--- config.mk ---
export PLATFORM = sky130hd
export DESIGN_NAME = adaptive_replacement_cache_policy_top
export DESIGN_NICKNAME = d
export VERILOG_FILES = /design/src/hdl/arcp_pkg.sv /design/src/hdl/arcp_ram.sv /design/src/hdl/arcp_ctrl.sv /design/src/hdl/arcp_dp.sv /design/src/hdl/adaptive_replacement_cache_policy_top.sv
export SDC_FILE = /design/constraint.sdc
export NUM_CORES = 1
export LEC_CHECK = 0
export BUFFER_PORTS_ARGS = -buffer_cell sky130_fd_sc_hd__buf_2
export CAP_MARGIN = 25
export CORE_ASPECT_RATIO = 1.5
export CORE_MARGIN = 3
export CORE_UTILIZATION = 50
export CTS_CLUSTER_SIZE = 30
export DETAILED_ROUTE_END_ITERATION = 6
export HOLD_SLACK_MARGIN = 0.1
export MAX_ROUTING_LAYER = met4
export PLACE_DENSITY = 0.66
export SYNTH_ARGS = -nofsm -noshare
export SYNTH_HDL_FRONTEND = slang
export SYNTH_SLANG_ARGS = --single-unit
--- constraint.sdc ---
create_clock -name clk -period 19.31 [get_ports clk]
set_clock_uncertainty 0.1 [all_clocks]
set_input_delay 1.931 -clock clk [delete_from_list [all_inputs] [get_ports clk]]
set_output_delay 1.931 -clock clk [all_outputs]
set_load 0.05 [all_outputs]
--- src/hdl/arcp_pkg.sv ---
// ============================================================================
// arcp_pkg
// Shared types for the adaptive replacement cache policy block: list codes,
// datapath operations and the command and status structs.
// ============================================================================
`default_nettype none

package arcp_pkg;

    typedef enum logic [1:0] {
        LST_T1,
        LST_T2,
        LST_B1,
        LST_B2
    } list_t;

    typedef enum logic [3:0] {
        OP_NONE,
        OP_LOAD,
        OP_IDX_ZERO,
        OP_IDX_INC,
        OP_RD,
        OP_SHIFT_WR,
        OP_DROP_END,
        OP_SET_HIT,
        OP_P_INC,
        OP_P_DEC,
        OP_POP,
        OP_POP_RD,
        OP_PUSH_EV,
        OP_CAP_EV,
        OP_PUSH,
        OP_OUT
    } op_t;

    typedef enum logic {
        ADDR_IDX,
        ADDR_IDX_M1
    } addr_sel_t;

    typedef struct packed {
        op_t       op;
        list_t     lst;
        addr_sel_t addr_sel;
        logic      from_b2;
    } cmd_t;

    typedef struct packed {
        logic match;
        logic idx_end;
        logic idx_zero;
        logic take_t1;
        logic t1_empty;
        logic t1b1_full;
        logic t1_full;
        logic all_ge_cap;
        logic all_ge_2cap;
        logic out_free;
    } status_t;

endpackage

`default_nettype wire

--- src/hdl/arcp_ram.sv ---
// ============================================================================
// arcp_ram
// Generic single-port RAM with registered read data.
// ============================================================================
`default_nettype none

module arcp_ram #(
    parameter int WIDTH = 32,
    parameter int DEPTH = 32
) (
    input  wire logic                     clk,
    input  wire logic                     we,
    input  wire logic                     re,
    input  wire logic [$clog2(DEPTH)-1:0] addr,
    input  wire logic [WIDTH-1:0]         wdata,
    output logic      [WIDTH-1:0]         rdata
);

    logic [WIDTH-1:0] mem [DEPTH];

    always_ff @(posedge clk)
    begin
        if (we)
        begin
            mem[addr] <= wdata;
        end
        if (re)
        begin
            rdata <= mem[addr];
        end
    end

endmodule

`default_nettype wire

--- src/hdl/arcp_ctrl.sv ---
// ============================================================================
// arcp_ctrl
// Sequencer for one page request: list search, entry removal, replacement,
// insertion and result hand-off.
// ============================================================================
`default_nettype none

module arcp_ctrl (
    input  wire logic             clk,
    input  wire logic             rst_n,
    input  wire logic             in_valid,
    output logic                  in_stall,
    output arcp_pkg::cmd_t        cmd,
    input  wire arcp_pkg::status_t st
);

    import arcp_pkg::*;

    typedef enum logic [3:0] {
        S_IDLE,
        S_RD,
        S_CMP,
        S_DROP_RD,
        S_DROP_WR,
        S_AFTER,
        S_REP,
        S_REP_GH,
        S_MISS,
        S_MISS_EV,
        S_PUSH,
        S_DONE
    } state_t;

    state_t state_reg, state_next;
    list_t  lst_reg, lst_next;
    list_t  hit_lst_reg, hit_lst_next;
    list_t  dest_reg, dest_next;
    logic   fb2_reg, fb2_next;

    always_comb
    begin
        state_next   = state_reg;
        lst_next     = lst_reg;
        hit_lst_next = hit_lst_reg;
        dest_next    = dest_reg;
        fb2_next     = fb2_reg;
        cmd.op       = OP_NONE;
        cmd.lst      = lst_reg;
        cmd.addr_sel = ADDR_IDX;
        cmd.from_b2  = fb2_reg;
        case (state_reg)
            S_IDLE:
            begin
                if (in_valid)
                begin
                    cmd.op     = OP_LOAD;
                    lst_next   = LST_T1;
                    state_next = S_RD;
                end
            end
            S_RD:
            begin
                if (st.idx_end)
                begin
                    if (lst_reg == LST_B2)
                    begin
                        state_next = S_MISS;
                    end
                    else
                    begin
                        cmd.op   = OP_IDX_ZERO;
                        lst_next = list_t'(2'(lst_reg + 2'd1));
                    end
                end
                else
                begin
                    cmd.op     = OP_RD;
                    state_next = S_CMP;
                end
            end
            S_CMP:
            begin
                if (st.match)
                begin
                    hit_lst_next = lst_reg;
                    state_next   = S_DROP_RD;
                    case (lst_reg)
                        LST_B1:  cmd.op = OP_P_INC;
                        LST_B2:  cmd.op = OP_P_DEC;
                        default: cmd.op = OP_SET_HIT;
                    endcase
                end
                else
                begin
                    cmd.op     = OP_IDX_INC;
                    state_next = S_RD;
                end
            end
            S_DROP_RD:
            begin
                cmd.lst = hit_lst_reg;
                if (st.idx_zero)
                begin
                    cmd.op     = OP_DROP_END;
                    state_next = S_AFTER;
                end
                else
                begin
                    cmd.op       = OP_RD;
                    cmd.addr_sel = ADDR_IDX_M1;
                    state_next   = S_DROP_WR;
                end
            end
            S_DROP_WR:
            begin
                cmd.lst    = hit_lst_reg;
                cmd.op     = OP_SHIFT_WR;
                state_next = S_DROP_RD;
            end
            S_AFTER:
            begin
                dest_next = LST_T2;
                if (hit_lst_reg == LST_T1 || hit_lst_reg == LST_T2)
                begin
                    state_next = S_PUSH;
                end
                else
                begin
                    fb2_next   = (hit_lst_reg == LST_B2);
                    state_next = S_REP;
                end
            end
            S_REP:
            begin
                if (st.take_t1)
                begin
                    if (st.t1_empty)
                    begin
                        state_next = S_PUSH;
                    end
                    else
                    begin
                        cmd.lst    = LST_T1;
                        cmd.op     = OP_POP_RD;
                        lst_next   = LST_B1;
                        state_next = S_REP_GH;
                    end
                end
                else
                begin
                    cmd.lst    = LST_T2;
                    cmd.op     = OP_POP_RD;
                    lst_next   = LST_B2;
                    state_next = S_REP_GH;
                end
            end
            S_REP_GH:
            begin
                cmd.op     = OP_PUSH_EV;
                state_next = S_PUSH;
            end
            S_MISS:
            begin
                dest_next = LST_T1;
                fb2_next  = 1'b0;
                if (st.t1b1_full)
                begin
                    if (!st.t1_full)
                    begin
                        cmd.lst    = LST_B1;
                        cmd.op     = OP_POP;
                        state_next = S_REP;
                    end
                    else
                    begin
                        cmd.lst    = LST_T1;
                        cmd.op     = OP_POP_RD;
                        state_next = S_MISS_EV;
                    end
                end
                else if (st.all_ge_cap)
                begin
                    if (st.all_ge_2cap)
                    begin
                        cmd.lst = LST_B2;
                        cmd.op  = OP_POP;
                    end
                    state_next = S_REP;
                end
                else
                begin
                    state_next = S_PUSH;
                end
            end
            S_MISS_EV:
            begin
                cmd.op     = OP_CAP_EV;
                state_next = S_PUSH;
            end
            S_PUSH:
            begin
                cmd.lst    = dest_reg;
                cmd.op     = OP_PUSH;
                state_next = S_DONE;
            end
            S_DONE:
            begin
                if (st.out_free)
                begin
                    cmd.op     = OP_OUT;
                    state_next = S_IDLE;
                end
            end
            default:
            begin
                state_next = S_IDLE;
            end
        endcase
    end

    assign in_stall = (state_reg != S_IDLE);

    always_ff @(posedge clk or negedge rst_n)
    begin
        if (!rst_n)
        begin
            state_reg   <= S_IDLE;
            lst_reg     <= LST_T1;
            hit_lst_reg <= LST_T1;
            dest_reg    <= LST_T1;
            fb2_reg     <= 1'b0;
        end
        else
        begin
            state_reg   <= state_next;
            lst_reg     <= lst_next;
            hit_lst_reg <= hit_lst_next;
            dest_reg    <= dest_next;
            fb2_reg     <= fb2_next;
        end
    end

endmodule

`default_nettype wire

--- src/hdl/arcp_dp.sv ---
// ============================================================================
// arcp_dp
// Datapath: list storage as circular buffers in one RAM, list heads and
// counts, adaptive target, request and result registers.
// ============================================================================
`default_nettype none

module arcp_dp #(
    parameter int CACHE_CAPACITY = 8,
    parameter int PAGE_BITS      = 32
) (
    input  wire logic              clk,
    input  wire logic              rst_n,
    input  wire arcp_pkg::cmd_t    cmd,
    output arcp_pkg::status_t      st,
    input  wire logic [31:0]       page_id,
    input  wire logic              out_stall,
    output logic                   out_valid,
    output logic                   hit,
    output logic                   evicted_valid,
    output logic [31:0]            evicted_page
);

    import arcp_pkg::*;

    localparam int IW    = (CACHE_CAPACITY > 1) ? $clog2(CACHE_CAPACITY) : 1;
    localparam int CNTW  = $clog2(CACHE_CAPACITY + 1);
    localparam int AW    = IW + 2;
    localparam int DEPTH = 4 << IW;
    localparam int ALLW  = CNTW + 2;
    localparam logic [CNTW-1:0] CAP_N    = CNTW'(CACHE_CAPACITY);
    localparam logic [CNTW:0]   CAP_W    = (CNTW + 1)'(CACHE_CAPACITY);
    localparam logic [IW-1:0]   HEAD_MAX = IW'(CACHE_CAPACITY - 1);
    localparam logic [ALLW-1:0] ALL_CAP  = ALLW'(CACHE_CAPACITY);
    localparam logic [ALLW-1:0] ALL_2CAP = ALLW'(2 * CACHE_CAPACITY);

    logic [PAGE_BITS-1:0] pg_reg, pg_next;
    logic [PAGE_BITS-1:0] ev_reg, ev_next;
    logic                 hit_reg, hit_next;
    logic                 evd_reg, evd_next;
    logic [CNTW-1:0]      idx_reg, idx_next;
    logic [CNTW-1:0]      p_reg, p_next;
    logic [IW-1:0]        head_reg [4];
    logic [IW-1:0]        head_next [4];
    logic [CNTW-1:0]      cnt_reg [4];
    logic [CNTW-1:0]      cnt_next [4];
    logic                 out_valid_reg, out_valid_next;
    logic                 out_hit_reg, out_hit_next;
    logic                 out_evd_reg, out_evd_next;
    logic [31:0]          out_page_reg, out_page_next;

    logic [63:0]          page_wide;
    logic [63:0]          ev_wide;
    logic [PAGE_BITS-1:0] q;
    logic [PAGE_BITS-1:0] wdata;
    logic [AW-1:0]        addr;
    logic                 we;
    logic                 re;
    logic [IW-1:0]        cur_head;
    logic [CNTW-1:0]      cur_cnt;
    logic [IW-1:0]        head_dec;
    logic [IW-1:0]        head_inc;
    logic [CNTW-1:0]      off;
    logic [CNTW:0]        sum;
    logic [IW-1:0]        phys;
    logic [ALLW-1:0]      all_cnt;
    logic [CNTW:0]        t1b1;

    assign page_wide = 64'(page_id);

    always_comb
    begin
        ev_wide = '0;
        ev_wide[PAGE_BITS-1:0] = ev_reg;
    end

    assign cur_head = head_reg[cmd.lst];
    assign cur_cnt  = cnt_reg[cmd.lst];
    assign head_dec = (cur_head == '0) ? HEAD_MAX : IW'(cur_head - 1'b1);
    assign head_inc = (cur_head == HEAD_MAX) ? '0 : IW'(cur_head + 1'b1);

    // logical position to physical slot
    always_comb
    begin
        case (cmd.op)
            OP_POP_RD:   off = CNTW'(cur_cnt - 1'b1);
            OP_RD:       off = (cmd.addr_sel == ADDR_IDX_M1) ? CNTW'(idx_reg - 1'b1) : idx_reg;
            default:     off = idx_reg;
        endcase
        sum = (CNTW + 1)'(cur_head) + (CNTW + 1)'(off);
        if (sum >= CAP_W)
        begin
            sum = (CNTW + 1)'(sum - CAP_W);
        end
        if (cmd.op == OP_PUSH || cmd.op == OP_PUSH_EV)
        begin
            phys = head_dec;
        end
        else
        begin
            phys = sum[IW-1:0];
        end
    end

    assign addr  = {cmd.lst, phys};
    assign re    = (cmd.op == OP_RD) || (cmd.op == OP_POP_RD);
    assign we    = (cmd.op == OP_SHIFT_WR) || (cmd.op == OP_PUSH) || (cmd.op == OP_PUSH_EV);
    assign wdata = (cmd.op == OP_PUSH) ? pg_reg : q;

    arcp_ram #(
        .WIDTH (PAGE_BITS),
        .DEPTH (DEPTH)
    ) u_ram (
        .clk   (clk),
        .we    (we),
        .re    (re),
        .addr  (addr),
        .wdata (wdata),
        .rdata (q)
    );

    assign all_cnt = ALLW'(cnt_reg[LST_T1]) + ALLW'(cnt_reg[LST_T2])
                   + ALLW'(cnt_reg[LST_B1]) + ALLW'(cnt_reg[LST_B2]);
    assign t1b1    = (CNTW + 1)'(cnt_reg[LST_T1]) + (CNTW + 1)'(cnt_reg[LST_B1]);

    always_comb
    begin
        st.match       = (q == pg_reg);
        st.idx_end     = (idx_reg == cur_cnt);
        st.idx_zero    = (idx_reg == '0);
        st.take_t1     = ((cnt_reg[LST_T1] != '0) &&
                          ((cnt_reg[LST_T1] > p_reg) ||
                           (cmd.from_b2 && (cnt_reg[LST_T1] == p_reg)))) ||
                         (cnt_reg[LST_T2] == '0);
        st.t1_empty    = (cnt_reg[LST_T1] == '0);
        st.t1b1_full   = (t1b1 == CAP_W);
        st.t1_full     = (cnt_reg[LST_T1] == CAP_N);
        st.all_ge_cap  = (all_cnt >= ALL_CAP);
        st.all_ge_2cap = (all_cnt >= ALL_2CAP);
        st.out_free    = !out_valid_reg || !out_stall;
    end

    always_comb
    begin
        pg_next        = pg_reg;
        ev_next        = ev_reg;
        hit_next       = hit_reg;
        evd_next       = evd_reg;
        idx_next       = idx_reg;
        p_next         = p_reg;
        head_next      = head_reg;
        cnt_next       = cnt_reg;
        out_hit_next   = out_hit_reg;
        out_evd_next   = out_evd_reg;
        out_page_next  = out_page_reg;
        out_valid_next = out_stall ? out_valid_reg : 1'b0;
        case (cmd.op)
            OP_LOAD:
            begin
                pg_next  = page_wide[PAGE_BITS-1:0];
                ev_next  = '0;
                hit_next = 1'b0;
                evd_next = 1'b0;
                idx_next = '0;
            end
            OP_IDX_ZERO:
            begin
                idx_next = '0;
            end
            OP_IDX_INC:
            begin
                idx_next = CNTW'(idx_reg + 1'b1);
            end
            OP_SHIFT_WR:
            begin
                idx_next = CNTW'(idx_reg - 1'b1);
            end
            OP_DROP_END:
            begin
                head_next[cmd.lst] = head_inc;
                cnt_next[cmd.lst]  = CNTW'(cur_cnt - 1'b1);
            end
            OP_SET_HIT:
            begin
                hit_next = 1'b1;
            end
            OP_P_INC:
            begin
                if (p_reg != CAP_N)
                begin
                    p_next = CNTW'(p_reg + 1'b1);
                end
            end
            OP_P_DEC:
            begin
                if (p_reg != '0)
                begin
                    p_next = CNTW'(p_reg - 1'b1);
                end
            end
            OP_POP, OP_POP_RD:
            begin
                if (cur_cnt != '0)
                begin
                    cnt_next[cmd.lst] = CNTW'(cur_cnt - 1'b1);
                end
            end
            OP_PUSH_EV:
            begin
                head_next[cmd.lst] = head_dec;
                cnt_next[cmd.lst]  = (cur_cnt == CAP_N) ? CAP_N : CNTW'(cur_cnt + 1'b1);
                ev_next            = q;
                evd_next           = 1'b1;
            end
            OP_CAP_EV:
            begin
                ev_next  = q;
                evd_next = 1'b1;
            end
            OP_PUSH:
            begin
                head_next[cmd.lst] = head_dec;
                cnt_next[cmd.lst]  = (cur_cnt == CAP_N) ? CAP_N : CNTW'(cur_cnt + 1'b1);
            end
            OP_OUT:
            begin
                out_valid_next = 1'b1;
                out_hit_next   = hit_reg;
                out_evd_next   = evd_reg;
                out_page_next  = ev_wide[31:0];
            end
            default:
            begin
            end
        endcase
    end

    always_ff @(posedge clk or negedge rst_n)
    begin
        if (!rst_n)
        begin
            idx_reg       <= '0;
            p_reg         <= CNTW'(1);
            head_reg      <= '{default: '0};
            cnt_reg       <= '{default: '0};
            out_valid_reg <= 1'b0;
        end
        else
        begin
            idx_reg       <= idx_next;
            p_reg         <= p_next;
            head_reg      <= head_next;
            cnt_reg       <= cnt_next;
            out_valid_reg <= out_valid_next;
        end
    end

    always_ff @(posedge clk)
    begin
        pg_reg       <= pg_next;
        ev_reg       <= ev_next;
        hit_reg      <= hit_next;
        evd_reg      <= evd_next;
        out_hit_reg  <= out_hit_next;
        out_evd_reg  <= out_evd_next;
        out_page_reg <= out_page_next;
    end

    assign out_valid     = out_valid_reg;
    assign hit           = out_hit_reg;
    assign evicted_valid = out_evd_reg;
    assign evicted_page  = out_page_reg;

endmodule

`default_nettype wire

--- src/hdl/adaptive_replacement_cache_policy_top.sv ---
// ============================================================================
// adaptive_replacement_cache_policy_top
// ARC replacement policy over page numbers: resident recent and frequent
// lists, their ghost lists and an adaptive target, one result per request.
// ============================================================================
// request time is set by the entry-by-entry list search and shifting through
// one single-port RAM
// throughput: one request at a time; the next request is taken while a
// finished result still waits in the output register
// reset: lists empty, target 1, no result pending; list storage is not cleared
`default_nettype none

module adaptive_replacement_cache_policy_top #(
    parameter int CACHE_CAPACITY = 8,
    parameter int PAGE_BITS      = 32
) (
    input  wire logic        clk,
    input  wire logic        rst_n,
    input  wire logic        in_valid,
    output logic             in_stall,
    input  wire logic [31:0] page_id,
    output logic             out_valid,
    input  wire logic        out_stall,
    output logic             hit,
    output logic             evicted_valid,
    output logic [31:0]      evicted_page
);

    import arcp_pkg::*;

    cmd_t    cmd;
    status_t st;

    arcp_ctrl u_ctrl (
        .clk      (clk),
        .rst_n    (rst_n),
        .in_valid (in_valid),
        .in_stall (in_stall),
        .cmd      (cmd),
        .st       (st)
    );

    arcp_dp #(
        .CACHE_CAPACITY (CACHE_CAPACITY),
        .PAGE_BITS      (PAGE_BITS)
    ) u_dp (
        .clk           (clk),
        .rst_n         (rst_n),
        .cmd           (cmd),
        .st            (st),
        .page_id       (page_id),
        .out_stall     (out_stall),
        .out_valid     (out_valid),
        .hit           (hit),
        .evicted_valid (evicted_valid),
        .evicted_page  (evicted_page)
    );

endmodule

`default_nettype wire

==> metrics <==
CTS tree=done; CP cell instances=ha_1 > fa_1 > inv_1 > fa_1 > inv_1 > ha_1 > fa_1 > nor4b_1 > a31oi_1 > a2111o_1 > nand2_1 > o211ai_1 > and2_1 > ha_1 > o221ai_1 > fa_1 > nand2_1 > o21ai_4 > buf_4 > buf_4 > nand2_1 > or3_1 > nor2_4 > buf_4; non-filler cells, final=4048; # port buffers=71; Post-Syn Area=48600 um^2; FILL cells=7149; clock buffer count from CTS=106; vias in the first global route=26400; hold_buf cts=0; Worst EP arrival=9840 ps; post-synthesis async set-or-reset flop share=3.91%; Top reg by flops=u_dp.u_ram.mem; Buf+Inv Stages, Crit Path=5; xor/xnor cell area share of the yosys netlist=0.965%; Post-CTS Setup Inserts=0; Setup TNS=0 ps; Final setup viols=0; max-slew violations=0; max incr delay on CP=760 ps; first drt pass iteration count=5; io pins=72; starting density of the core=50.6%; GRT overflow=0; Area contributors post-synth=edfxtp_1, mux4_2, dfrtp_1, mux2_2, mux2i_1; post_cts resized=0; Initial DRC Count=3038; Num Clock Sinks=1203; dominant cell type by area after synthesis=edfxtp_1; drt via density=6.41; EDFF count, synth=1156; CTS max path bufs=3; first-pass GRT wire length=186000 um; CTS clock-pin slew for the worst setup and hold paths=70 ps; max reg flops=1024; max_slew headroom=29.2%; status=finished clean; Global Route Usage Sum=26.5%; RSZ-0062 raised after global routing=no; final hold vios=0; Main synth FF type=edfxtp_1; syn avg cell area=18.7 um^2; Fmax=0.104 GHz; WS Path Type=register to register; Area growth syn-to-layout=10.8%; Post-Synth Simple-Gate Area=3.88%; minimum clock period=9630 ps; count leader, synth=edfxtp_1; largest net degree at the start of global routing=130; wire per inst=31.8 um; post-synthesis register bit count=1203; Synth Instances=2607; top cells by count, synth=edfxtp_1, mux4_2, nor2_1; Chip Height=388 um; placed insts=3857; synthesis warning total=0; period utilization=49.8%; dpl hpwl=75700 um; H-tree depth=3; Final ANT Viol Nets=0; post-synthesis compound-gate area fraction=4.97%; MaxCap Viol Count=0; Synth Area in Adders=1.09%; DRC Markers=0; multiplexer area fraction after synthesis=13.4%; Distinct cells, synth=78; layout cells sized above 1=22.9%; die width=261 um; antenna violations before repair=0; Syn Nets=2680; Worst setup SP type=register; Clock Latency Late Sink=700 ps; nets=2770; Routability Congestion=0.858; CP Max Fanout=64; share of the synthesized area in the top cell type=71.4%; routed via count=26000; worst-margin pin slew=1050 ps; root buffer cell=clkbuf_16; core area=96200 um^2; # rows=139; largest family of logic cells by synthesized area=multiplexers; full die area=101000 um^2; WP data required=19520 ps; most used cell, CP=fa_1; Final Routed Wirelength=129000 um; post-synthesis sequential area ratio=73.8%; Worst path slowest cell=buf_4; CP Capture Type=register; Crit path max-delay family=adder cells; Hold Crit Class=register to register
## layout make-up
| type | instances | area [um^2] | area share [%] |
|---|---|---|---|
| Sequential cell | 1203 | 35900 | 66.6 |
| Timing Repair Buffer | 130 | 861 | 1.60 |
| Inverter | 41 | 154 | 0.286 |
| Antenna cell | 2 | 5.00 | 0.00929 |
| Clock buffer | 136 | 2830 | 5.25 |
| Tap cell | 1269 | 1590 | 2.95 |
| Clock inverter | 52 | 412 | 0.764 |
| Multi-Input combinational cell | 1215 | 12100 | 22.5 |
## placed cells by master, fill, tap and decap left out, types with 42 or more instances in the layout
cell type | Yosys | routed
edfxtp_1 | 1156 | 1156
mux4_2 | 197 | 197
buf_4 | 18 | 54
buf_2 | 29 | 71
dfrtp_1 | 46 | 45
mux2_2 | 102 | 102
a31oi_1 | 57 | 57
o21ai_0 | 67 | 66
a211oi_1 | 42 | 42
mux2i_1 | 91 | 91
nor2_1 | 123 | 88
nand2_1 | 93 | 89
clkbuf_16 | 0 | 109
## path summary, 6_finish.rpt
kind / startpoint / endpoint / slack (ps) / cells after the start
max: u_dp.cnt_reg[12]$_DFFE_PN0P_ / u_dp.u_ram.mem[7][21]$_DFFE_PP_ / 9680 / 24
min: u_dp.ev_reg[11]$_SDFFCE_PN0P_ / u_dp.evicted_page[11]$_DFFE_PP_ / 320 / 0
max reg2reg: u_dp.cnt_reg[12]$_DFFE_PN0P_ / u_dp.u_ram.mem[7][21]$_DFFE_PP_ / 9680 / 24
min reg2reg: u_dp.ev_reg[11]$_SDFFCE_PN0P_ / u_dp.evicted_page[11]$_DFFE_PP_ / 320 / 0
max in group asynchronous: rst_n / u_dp.cnt_reg[11]$_DFFE_PN0P_ / 17560 / 2
min in group asynchronous: rst_n / u_dp.out_valid$_DFFE_PN0P_ / 1010 / 1
## per-stage QoR
stage	utilization (%)	instance area [um^2]	hold WS [ps]	setup WS (ps)
2_1_floorplan	-	48600	300	10860
3_3_place_gp	52.6	50600	308	9820
3_5_place_dp	52.6	50600	306	9720
4_1_cts	56.0	53900	321	9720
5_1_grt	56.0	53900	328	9120
6_report	56.0	53900	320	9680
## routing by layer
| layer | track usage (%) | vias up | wire length, um |
|---|---|---|---|
| li1 | - | 10800 | - |
| met1 | 32.4 | 13700 | 47000 |
| met2 | 44.1 | 1212 | 66800 |
| met3 | 2.88 | 289 | 7560 |
| met4 | 13.5 | 0 | 7330 |
| met5 | - | - | 0 |
## cell families (layout without fill, tap and decap cells)
group | Yosys count | after routing
flops | 1203 | 1203
xor+xnor | 52 | 52
compound gates | 348 | 348
buf+inv | 189 | 359
mux | 390 | 390
other cells | 0 | 2
fa+ha+maj | 37 | 37
simple gates | 388 | 388
Power is not shown: default switching activity piles up to over one toggle a cycle in this logic, so the estimate is an artifact.
